[config.mk]
export PLATFORM = sky130hd
export DESIGN_NAME = infix_to_postfix_converter_unit
export DESIGN_NICKNAME = d
export VERILOG_FILES = /design/src/sv/itp_pkg.sv /design/src/sv/itp_cell.sv /design/src/sv/infix_to_postfix_converter_unit.sv
export SDC_FILE = /design/constraint.sdc
export NUM_CORES = 1
export LEC_CHECK = 0
export ABC_AREA = 1
export BUFFER_PORTS_ARGS = -buffer_cell sky130_fd_sc_hd__buf_2
export CAP_MARGIN = 20
export CORE_MARGIN = 4
export CORE_UTILIZATION = 55
export DETAILED_ROUTE_END_ITERATION = 12
export PLACE_DENSITY = 0.85
export SLEW_MARGIN = 20
export SYNTH_ARGS = -nofsm -noshare
export SYNTH_HDL_FRONTEND = slang
export SYNTH_SLANG_ARGS = --single-unit
[constraint.sdc]
create_clock -name clk -period 9.13 [get_ports clk]
set_input_delay 0 -clock clk [delete_from_list [all_inputs] [get_ports clk]]
set_output_delay 0 -clock clk [all_outputs]
set_load 0.02 [all_outputs]
[src/sv/itp_pkg.sv]
package itp_pkg;

  // operator codes held in the stack cells
  localparam logic [2:0] CODE_NONE  = 3'd0;
  localparam logic [2:0] CODE_OPEN  = 3'd1;
  localparam logic [2:0] CODE_ADD   = 3'd2;
  localparam logic [2:0] CODE_SUB   = 3'd3;
  localparam logic [2:0] CODE_MUL   = 3'd4;
  localparam logic [2:0] CODE_DIV   = 3'd5;

  // ascii characters of interest
  localparam logic [7:0] CH_OPEN  = 8'h28;
  localparam logic [7:0] CH_CLOSE = 8'h29;
  localparam logic [7:0] CH_MUL   = 8'h2A;
  localparam logic [7:0] CH_ADD   = 8'h2B;
  localparam logic [7:0] CH_SUB   = 8'h2D;
  localparam logic [7:0] CH_DIV   = 8'h2F;
  localparam logic [7:0] CH_SPACE = 8'h20;
  localparam logic [7:0] CH_NUL   = 8'h00;

  // result status codes
  localparam logic [1:0] ST_OK         = 2'd0;
  localparam logic [1:0] ST_OVERFLOW   = 2'd1;
  localparam logic [1:0] ST_UNMATCHED  = 2'd2;

  // shift control for the stack cells
  typedef struct packed {
    logic push;
    logic pop;
  } stk_op_t;

  // one result before the run flags are known
  typedef struct packed {
    logic [7:0] sym;
    logic [1:0] status;
  } res_t;

  function automatic logic [2:0] char_to_code(input logic [7:0] c);
    logic [2:0] code;
    case (c)
      CH_OPEN: code = CODE_OPEN;
      CH_ADD:  code = CODE_ADD;
      CH_SUB:  code = CODE_SUB;
      CH_MUL:  code = CODE_MUL;
      CH_DIV:  code = CODE_DIV;
      default: code = CODE_NONE;
    endcase
    return code;
  endfunction

  function automatic logic [7:0] code_to_char(input logic [2:0] code);
    logic [7:0] c;
    case (code)
      CODE_OPEN: c = CH_OPEN;
      CODE_ADD:  c = CH_ADD;
      CODE_SUB:  c = CH_SUB;
      CODE_MUL:  c = CH_MUL;
      CODE_DIV:  c = CH_DIV;
      default:   c = CH_NUL;
    endcase
    return c;
  endfunction

  function automatic logic [1:0] code_prio(input logic [2:0] code);
    logic [1:0] p;
    case (code)
      CODE_OPEN: p = 2'd3;
      CODE_ADD:  p = 2'd1;
      CODE_SUB:  p = 2'd1;
      CODE_MUL:  p = 2'd2;
      CODE_DIV:  p = 2'd2;
      default:   p = 2'd0;
    endcase
    return p;
  endfunction

endpackage

[src/sv/itp_cell.sv]
module itp_cell (
  input  logic             clk,
  input  itp_pkg::stk_op_t op,
  input  logic [2:0]       from_up,
  input  logic [2:0]       from_down,
  output logic [2:0]       code
);
  import itp_pkg::*;

  // push moves entries away from the top, pop moves them towards it
  always_ff @(posedge clk) begin
    if (op.push) begin
      code <= from_up;
    end else if (op.pop) begin
      code <= from_down;
    end
  end

endmodule

[src/sv/infix_to_postfix_converter_unit.sv]
// each accepted character runs through EXEC, then CLOSE or OPER for brackets and operators,
//   then FLUSH when end_of_expr is set, then FIN; a new character is taken only when idle
// a result waits in a one-result hold and is registered to the output at the next result or FIN;
//   CLOSE, OPER and FLUSH pop one entry per step; a held output register stalls every step
// the operator stack is a chain of cells that shifts by one place per push or pop
// reset (rst, synchronous, active high) clears the state machine, fill count and output valids
module infix_to_postfix_converter_unit #(
  parameter int STACK_DEPTH = 32
) (
  input  logic       clk,
  input  logic       rst,
  input  logic       s_axis_tvalid,
  output logic       s_axis_tready,
  input  logic [7:0] s_axis_tdata,   // [7:0] symbol
  input  logic       s_axis_tlast,   // end_of_expr
  output logic       m_axis_tvalid,
  input  logic       m_axis_tready,
  output logic [7:0] m_axis_tdata,   // [7:0] out_symbol
  output logic       m_axis_tlast,   // last_of_run
  output logic [2:0] m_axis_tuser    // [0] expr_complete, [2:1] status
);
  import itp_pkg::*;

  localparam int CW = $clog2(STACK_DEPTH + 1);
  localparam logic [CW-1:0] DEPTH_C = CW'(STACK_DEPTH);
  localparam logic [CW-1:0] ONE_C   = CW'(1);

  localparam logic [2:0] S_IDLE  = 3'd0;
  localparam logic [2:0] S_EXEC  = 3'd1;
  localparam logic [2:0] S_CLOSE = 3'd2;
  localparam logic [2:0] S_OPER  = 3'd3;
  localparam logic [2:0] S_FLUSH = 3'd4;
  localparam logic [2:0] S_FIN   = 3'd5;

  logic [2:0]    state, state_next;
  logic [CW-1:0] count, count_next;
  logic [7:0]    cur_sym;
  logic          cur_last;
  logic [2:0]    cur_code;
  logic [1:0]    cur_prio;
  logic          pend_valid, pend_valid_next;
  res_t          pend, pend_next;
  logic          emit;
  res_t          emit_res;
  logic          fin;
  logic          out_free;
  stk_op_t       sop;
  logic [2:0]    stack_code [STACK_DEPTH];
  logic [2:0]    top_code;
  logic          st_empty, st_full;
  logic [2:0]    after_step;

  assign out_free      = !m_axis_tvalid || m_axis_tready;
  assign s_axis_tready = (state == S_IDLE) && !rst;
  assign top_code      = stack_code[0];
  assign st_empty      = (count == '0);
  assign st_full       = (count >= DEPTH_C);
  assign after_step    = cur_last ? S_FLUSH : S_FIN;

  // chain of stack cells, cell 0 is the top
  for (genvar i = 0; i < STACK_DEPTH; i++) begin : g_cell
    logic [2:0] up, down;
    if (i == 0) begin : g_top
      assign up = cur_code;
    end else begin : g_mid
      assign up = stack_code[i-1];
    end
    if (i == STACK_DEPTH - 1) begin : g_bot
      assign down = CODE_NONE;
    end else begin : g_low
      assign down = stack_code[i+1];
    end
    itp_cell u_cell (
      .clk      (clk),
      .op       (sop),
      .from_up  (up),
      .from_down(down),
      .code     (stack_code[i])
    );
  end

  // sequencer: one stack action and at most one result per cycle
  always_comb begin
    state_next = state;
    count_next = count;
    sop        = '0;
    emit       = 1'b0;
    emit_res   = '{sym: CH_NUL, status: ST_OK};
    fin        = 1'b0;
    if (out_free) begin
      case (state)
        S_EXEC: begin
          if (cur_sym == CH_SPACE) begin
            state_next = after_step;
          end else if (cur_sym == CH_CLOSE) begin
            state_next = S_CLOSE;
          end else if (cur_code == CODE_OPEN) begin
            if (st_full) begin
              emit     = 1'b1;
              emit_res = '{sym: cur_sym, status: ST_OVERFLOW};
            end else begin
              sop.push   = 1'b1;
              count_next = count + ONE_C;
            end
            state_next = after_step;
          end else if (cur_code != CODE_NONE) begin
            state_next = S_OPER;
          end else begin
            emit       = 1'b1;
            emit_res   = '{sym: cur_sym, status: ST_OK};
            state_next = after_step;
          end
        end
        S_CLOSE: begin
          if (st_empty) begin
            emit       = 1'b1;
            emit_res   = '{sym: CH_CLOSE, status: ST_UNMATCHED};
            state_next = after_step;
          end else begin
            sop.pop    = 1'b1;
            count_next = count - ONE_C;
            if (top_code == CODE_OPEN) begin
              state_next = after_step;
            end else begin
              emit     = 1'b1;
              emit_res = '{sym: code_to_char(top_code), status: ST_OK};
            end
          end
        end
        S_OPER: begin
          if (!st_empty && top_code != CODE_OPEN && code_prio(top_code) >= cur_prio) begin
            sop.pop    = 1'b1;
            count_next = count - ONE_C;
            emit       = 1'b1;
            emit_res   = '{sym: code_to_char(top_code), status: ST_OK};
          end else begin
            if (st_full) begin
              emit     = 1'b1;
              emit_res = '{sym: cur_sym, status: ST_OVERFLOW};
            end else begin
              sop.push   = 1'b1;
              count_next = count + ONE_C;
            end
            state_next = after_step;
          end
        end
        S_FLUSH: begin
          if (!st_empty) begin
            sop.pop    = 1'b1;
            count_next = count - ONE_C;
            emit       = 1'b1;
            emit_res   = '{sym: code_to_char(top_code), status: ST_OK};
          end else begin
            // empty flush with nothing emitted still needs a result
            if (!pend_valid) begin
              emit     = 1'b1;
              emit_res = '{sym: CH_NUL, status: ST_OK};
            end
            state_next = S_FIN;
          end
        end
        S_FIN: begin
          fin        = 1'b1;
          state_next = S_IDLE;
        end
        default: begin
          state_next = S_IDLE;
        end
      endcase
    end
  end

  // one-result hold so the last result of a run can be marked
  always_comb begin
    pend_valid_next = pend_valid;
    pend_next       = pend;
    if (emit) begin
      pend_valid_next = 1'b1;
      pend_next       = emit_res;
    end else if (fin) begin
      pend_valid_next = 1'b0;
    end
  end

  // control registers
  always_ff @(posedge clk) begin
    if (rst) begin
      state      <= S_IDLE;
      count      <= '0;
      pend_valid <= 1'b0;
    end else begin
      state      <= (s_axis_tvalid && s_axis_tready) ? S_EXEC : state_next;
      count      <= count_next;
      pend_valid <= pend_valid_next;
    end
  end

  // input item and pending result payload
  always_ff @(posedge clk) begin
    if (s_axis_tvalid && s_axis_tready) begin
      cur_sym  <= s_axis_tdata;
      cur_last <= s_axis_tlast;
      cur_code <= char_to_code(s_axis_tdata);
      cur_prio <= code_prio(char_to_code(s_axis_tdata));
    end
    pend <= pend_next;
  end

  // output register
  always_ff @(posedge clk) begin
    if (rst) begin
      m_axis_tvalid <= 1'b0;
    end else if ((emit || fin) && pend_valid) begin
      m_axis_tvalid <= 1'b1;
    end else if (m_axis_tready) begin
      m_axis_tvalid <= 1'b0;
    end
  end

  always_ff @(posedge clk) begin
    if ((emit || fin) && pend_valid) begin
      m_axis_tdata <= pend.sym;
      m_axis_tlast <= fin;
      m_axis_tuser <= {pend.status, fin && cur_last};
    end
  end

endmodule

Word level (Yosys, flattened, before mapping)

Cells that the tools add are included.

Register bits after elaboration: 143
Latch bits: 0
RAM bits: 0
Memory bits (read-only): 0
Output and inout port bits: 14
Memories: 0

Add/sub/neg operators: 2
Multiply operators: 0
Divide/modulo/power cells: 0
Magnitude comparators: 2
Equal/unequal tests: 34
Shift-type cells: 0
Mux-type cells: 129
Bitwise operators: 0
Reduce and logical (&&, ||, !) cells: 28

Operators by type and width:

| kind                                                             | number |
|---|---|
| 3-bit 2-to-1 mux                                                 | 73 |
| 10-bit 2-to-1 mux                                                | 7 |
| 8-bit by 6-bit == test with 1-bit output (second input constant) | 7 |
| 10-bit one-hot mux with 4 select lines                           | 1 |
| 6-bit 2-to-1 mux                                                 | 6 |
| 6-bit one-hot mux with 5 select lines                            | 1 |
| 1-bit 2-to-1 mux                                                 | 27 |
| 6-bit one-hot mux with 4 select lines                            | 1 |
| 3-bit by 2-bit == test with 1-bit output (second input constant) | 6 |
| 3-bit == test (second input constant)                            | 6 |
| 6-bit one-hot mux with 3 select lines                            | 1 |
| 8-bit 2-to-1 mux                                                 | 2 |
| 3-bit one-hot mux with 5 select lines                            | 1 |
| 3-bit by 1-bit == test with 1-bit output (second input constant) | 4 |
| 2-bit inequality test (second input constant)                    | 6 |
| 2-bit one-hot mux with 3 select lines                            | 2 |
| 3-bit one-hot mux with 4 select lines                            | 1 |
| 2-bit OR reduction                                               | 6 |
| 3-bit inequality test (second input constant)                    | 3 |
| 4-bit AND reduction                                              | 2 |
| 2-bit nonzero test                                               | 4 |
| 6-bit by 1-bit adder with 6-bit output (second input constant)   | 1 |
| 6-bit greater-or-equal comparator (second input constant)        | 1 |
| 1-bit logical AND                                                | 6 |
| 13 further kinds                                                 | 20 |

Longest topological paths before layout

Depth in word-level cells: 13
Gate-level depth with buffers: 17

Hierarchy

From an unflattened synthesis, not the netlist that was laid out.

Cells, all modules: 752
Area total of the unflattened synthesis: 6910.4 µm²

By module, submodules not included:

| module                          | times used | cells each | area each (µm²) | sequential area each (µm²) |
|---|---|---|---|---|
| itp_cell                        | 32         | 14         | 133.9           | 90.1 |
| infix_to_postfix_converter_unit | 1          | 304        | 2626.3          | 1301.2 |

Least setup slack after synthesis

OpenSTA, ideal clock, no wires.

Path type: register to register
From: register g_cell[0].u_cell.code[1]
To: register g_cell[0].u_cell.code[0] (enable)
Library setup time: 0.683 ns
Arrival: 8.424 ns
Required time: 8.447 ns
Slack: 0.023 ns
Cell stages (with the launch flop): 12
Buffers on the path: 0
Cell sequence: edfxtp_1 -> inv_1 -> ha_1 -> o21ai_0 -> inv_1 -> ha_1 -> nand2_1 -> nand3_1 -> nand3_4 -> nor2_1 -> a21oi_1 -> o21ai_0

Word-level cells in the longest chain between the ends: 11
Elaborated cells between the ends (all ways): 20
Those cells by class: order compare: 1; eq/ne: 6; mux: 8; reduce/logical: 5

RTL lines:

| what                                                                             | RTL line                               | text |
|---|---|---|
| start, declared                                                                  | itp_cell.sv:6                          | `output logic [2:0] code` |
| start signal, assigned                                                           | itp_cell.sv:13                         | `code <= from_up;` |
| start signal, assigned                                                           | itp_cell.sv:15                         | `code <= from_down;` |
| 3-bit == test / 3-bit by 2-bit == test with 1-bit output (equally long branches) | itp_pkg.sv:66                          | `case (code)` |
| 2-bit OR reduction (no source line)                                              | n/a                                    |  |
| 2-bit one-hot mux with 3 select lines                                            | itp_pkg.sv:66                          |  |
| 2-bit 2-to-1 mux                                                                 | infix_to_postfix_converter_unit.sv:91  | `case (state)` |
| 2-bit 2-to-1 mux                                                                 | infix_to_postfix_converter_unit.sv:90  | `if (out_free) begin` |
| 2-bit greater-or-equal comparator                                                | infix_to_postfix_converter_unit.sv:131 | `if (!st_empty && top_code != CODE_OPEN && code_prio(top_code) >= cur_prio) begin` |
| 1-bit logical AND *                                                              | infix_to_postfix_converter_unit.sv:131 |  |
| 1-bit 2-to-1 mux                                                                 | infix_to_postfix_converter_unit.sv:131 |  |
| 1-bit one-hot mux with 2 select lines                                            | infix_to_postfix_converter_unit.sv:91  |  |
| 2-bit 2-to-1 mux *                                                               | infix_to_postfix_converter_unit.sv:90  |  |
| 2-bit nonzero test (no source line) *                                            | n/a                                    |  |

Every way passes the cells marked *; elsewhere a longest branch is shown, timed or not. The select of a mux whose other input is x is not followed.
A chain may end at the register's enable or synchronous reset.

Worst setup path in the final report

From: register g_cell[0].u_cell.code[1]
To: register g_cell[25].u_cell.code[1] (enable)

Word-level cells in the longest chain between the ends: 11
Elaborated cells between the ends (all ways): 20
Those cells by class: order compare: 1; eq/ne: 6; mux: 8; reduce/logical: 5

RTL lines:

| what                                                                             | RTL line |
|---|---|
| 3-bit == test / 3-bit by 2-bit == test with 1-bit output (equally long branches) | itp_pkg.sv:66 |
| 2-bit OR reduction (no source line)                                              | n/a |
| 2-bit one-hot mux with 3 select lines                                            | itp_pkg.sv:66 |
| 2-bit 2-to-1 mux                                                                 | infix_to_postfix_converter_unit.sv:91 |
| 2-bit 2-to-1 mux                                                                 | infix_to_postfix_converter_unit.sv:90 |
| 2-bit greater-or-equal comparator                                                | infix_to_postfix_converter_unit.sv:131 |
| 1-bit logical AND *                                                              | infix_to_postfix_converter_unit.sv:131 |
| 1-bit 2-to-1 mux                                                                 | infix_to_postfix_converter_unit.sv:131 |
| 1-bit one-hot mux with 2 select lines                                            | infix_to_postfix_converter_unit.sv:91 |
| 2-bit 2-to-1 mux *                                                               | infix_to_postfix_converter_unit.sv:90 |
| 2-bit nonzero test (no source line) *                                            | n/a |
| end signal, assigned                                                             | itp_cell.sv:13 |
| end signal, assigned                                                             | itp_cell.sv:15 |
| end, declared                                                                    | itp_cell.sv:6 |

Marked as above.

==> flow_metrics.py <==
metrics = {
    "outcome": {
        "status": "finished, final reports clean",
    },
    "timing": {
        "setup_tns_ps": 0,
        "report.final.slew_viol_count": 0,
        "worstMarginPinSlew_ps": 895,
        "final.setup_skew_ps": 10.7,
        "setup_viol_count_final": 0,
        "fin_crit_ps": 3890,
        "fmax_ghz": 0.257,
        "maxSlewHeadroom_pct": 40.4,
        "hold_viol_final": 0,
        "rsz0062_at_grt": "no",
        "post-route-period-util_pct": 42.6,
    },
    "cells_and_area": {
        "drive_gt1_share_pct": 16.9,
        "final_nets": 718,
        "design_area_um2": 7730,
        "syn_to_final_growth_pct": 13.5,
        "fin_cells": 880,
        "diodes": 0,
    },
    "die": {
        "dieArea_um2": 14200,
        "coreArea_um2": 12100,
        "die_x_um": 119,
        "start_util_pct": 56.5,
        "fp-row-count": 40,
        "fp.dieH_um": 119,
        "io_pins": 27,
    },
    "clocking": {
        "cts_sinks": 143,
        "post_cts_buffers": 0,
        "clock_latency_ps": 420,
        "cts_tree": "built",
        "cts_resized": 0,
        "clk_pin_slew_ps": 60,
        "cts_made_buffers": 17,
        "htree_levels": 4,
        "clock-root-buffer": "clkbuf_16",
        "cts_buffer_depth": 2,
    },
    "yosys": {
        "synthTopCellsByCount": "edfxtp_1 (132), nand2_1 (115), inv_1 (99)",
        "yosys.area.top_type_share_pct": 58.2,
        "synth-seq-cells": 143,
        "synth_area_um2": 6810,
        "synth_edf_count": 132,
        "synth_cells": 663,
        "yosysMostFrequentCell": "edfxtp_1",
        "synthTopCellsByArea": "edfxtp_1 (58%), nand2_1 (6.3%), a21oi_2 (5.5%)",
        "synth_top_flop_cell": "edfxtp_1",
        "synth_seq_area_share_pct": 61.4,
        "synth_nets": 682,
        "async_reset_ff_share_pct": 0,
        "yosys_warnings": 0,
        "yosysUniqueCellTypes": 36,
        "syn_area_per_cell_um2": 10.3,
        "synth_largest_area_cell": "edfxtp_1",
    },
    "drt": {
        "antenna_left": 0,
        "num_vias": 4618,
        "drtPass1Iterations": 5,
        "drc": 0,
        "routedWlPerCell_um": 13.9,
        "drt-initial-drc-count": 523,
        "via_per_inst": 5.25,
        "wl_um": 12300,
    },
    "global_routing": {
        "overflow": 0,
        "grt_antenna_before_repair": 0,
        "track_usage_pct": 18.0,
        "grt_pass1_wl_um": 20600,
        "grt_pass1_vias": 4464,
        "grt_max_degree": 114,
    },
    "critical_path": {
        "r2r_setup_slack_ps": 5240,
        "cp.required_ps": 9170,
        "slowest_stage": "buf_6",
        "slowest_delay_ps": 670,
        "critPathMaxFanout": 96,
        "path_class": "reg2reg",
        "crit_family": "simple AND/OR/NAND/NOR gates",
        "cp_cell_sequence": "inv_1, ha_1, o21ai_0, inv_1, ha_1, nand2_1, nand3_1, nand3_4, nand2_2, nand2_2, nand3_4, o21ai_4, buf_6",
        "end_kind": "register",
        "critPathArrivalTime_ps": 3930,
        "crit_buf_inv": 3,
        "start_kind": "register",
    },
    "placement": {
        "numPortBuffers": 26,
        "place_congestion": 0.885,
        "dp.cells": 837,
        "dp_hpwl_um": 7930,
        "postPlaceCellArea_um2": 7000,
    },
    "power": {
        "p_per_area_nw_per_um2": 330,
        "irDropWorstVdd_mv": 0.170,
        "leakage_nw": 3.21,
    },
    "worst_hold_path": {
        "min_path_type": "in2reg",
    },
    "job": {
        "maxCapViolations": 0,
    },
}
==> layout by cell type, fill, tap and decap left out, types with 2 or more instances in the layout <==
cell type,n
a21boi_0,2
a21oi_1,18
a21oi_2,43
a31oi_1,2
and3_1,2
buf_2,26
buf_6,2
bufinv_16,3
clkbuf_16,17
clkinvlp_4,3
dfxtp_1,11
dlygate4sd3_1,11
edfxtp_1,132
ha_1,6
inv_1,99
inv_2,6
inv_6,6
nand2_1,115
nand2_2,2
nand3_1,21
nand3_4,3
nand4_1,2
nor2_1,81
nor2_2,2
nor2_4,2
nor3_1,10
o211ai_1,3
o21ai_0,35
o21ai_1,28
xor2_1,6
==> worst register-to-register path, stage by stage (launching register included) <==
cell	delay [ps]
edfxtp_1	420
inv_1	200
ha_1	290
o21ai_0	200
inv_1	70
ha_1	270
nand2_1	60
nand3_1	110
nand3_4	120
nand2_2	70
nand2_2	90
nand3_4	640
o21ai_4	260
buf_6	670
==> kinds of logic after synthesis <==
kind of cell	Yosys count	synth area share [%]
adders and majority gates	6	1.10
AOI/OAI and AO/OA	138	13.0
DFF	143	61.4
buffers and inverters	127	8.34
xor gates and xnor gates	7	0.900
and+or+nand+nor	242	15.2
==> per-stage QoR <==
step                      setup slack (ps)  util (%)  total power [W]  hold WS, ps
after floorplan                       23.2         -          0.00171         69.1
after global placement                5210      58.0          0.00178          179
after detailed placement              5020      58.0          0.00183          179
after CTS                             5000      64.0          0.00255          146
after global routing                  4870      64.1          0.00270          208
final                                 5240      64.1          0.00255          162
==> final timing paths <==
path                            startpoint                   endpoint  depth (start not counted)
hold / removal               m_axis_tready                    pend[6]                          3
setup / recovery  g_cell[0].u_cell.code[1]  g_cell[25].u_cell.code[1]                         13
hold reg to reg                    pend[0]            m_axis_tuser[1]                          0
setup reg to reg  g_cell[0].u_cell.code[1]  g_cell[25].u_cell.code[1]                         13
==> area by class of cell <==
class                           count  area, um^2
Multi-Input combinational cell    393        2070
Clock inverter                     14         179
Inverter                          105         394
Sequential cell                   143        4180
Clock buffer                       18         429
Fill cell                         902        4330
Tap cell                          168         210
Timing Repair Buffer               39         263
==> metal layers <==
| metal | vias to the layer above | wire length, um | track usage [%] |
|---|---|---|---|
| li1 | 2304 | - | - |
| met1 | 2153 | 5490 | 24.1 |
| met2 | 140 | 6000 | 28.9 |
| met3 | 21 | 601 | 3.85 |
| met4 | 0 | 179 | 6.81 |
| met5 | - | 0 | 0 |
==> where the power goes <==
| group | internal [W] | total [W] | switching, W |
|---|---|---|---|
| Sequential | 0.00102 | 0.00111 | 0.0000941 |
| Clock | 0.000435 | 0.000714 | 0.000279 |
| Combinational | 0.000216 | 0.000721 | 0.000505 |
| Total | 0.00167 | 0.00255 | 0.000878 |
==> sequential cells by signal, indices dropped and copies added, names as in the netlist <==
signal,count
g_cell.u_cell.code,96
pend,10
cur_sym,8
m_axis_tdata,8
count,6
cur_code,3
m_axis_tuser,3
state,3
cur_prio,2
cur_last,1
m_axis_tlast,1
m_axis_tvalid,1
pend_valid,1
==> timing repair <==
| action | CTS | global route |
|---|---|---|
| hold buffers | 11 | 0 |
| endpoints found under the hold margin | 16 | 0 |
| setup endpoints to repair | 0 | 0 |
No activity file was read; power rests on OpenSTA's default activity.
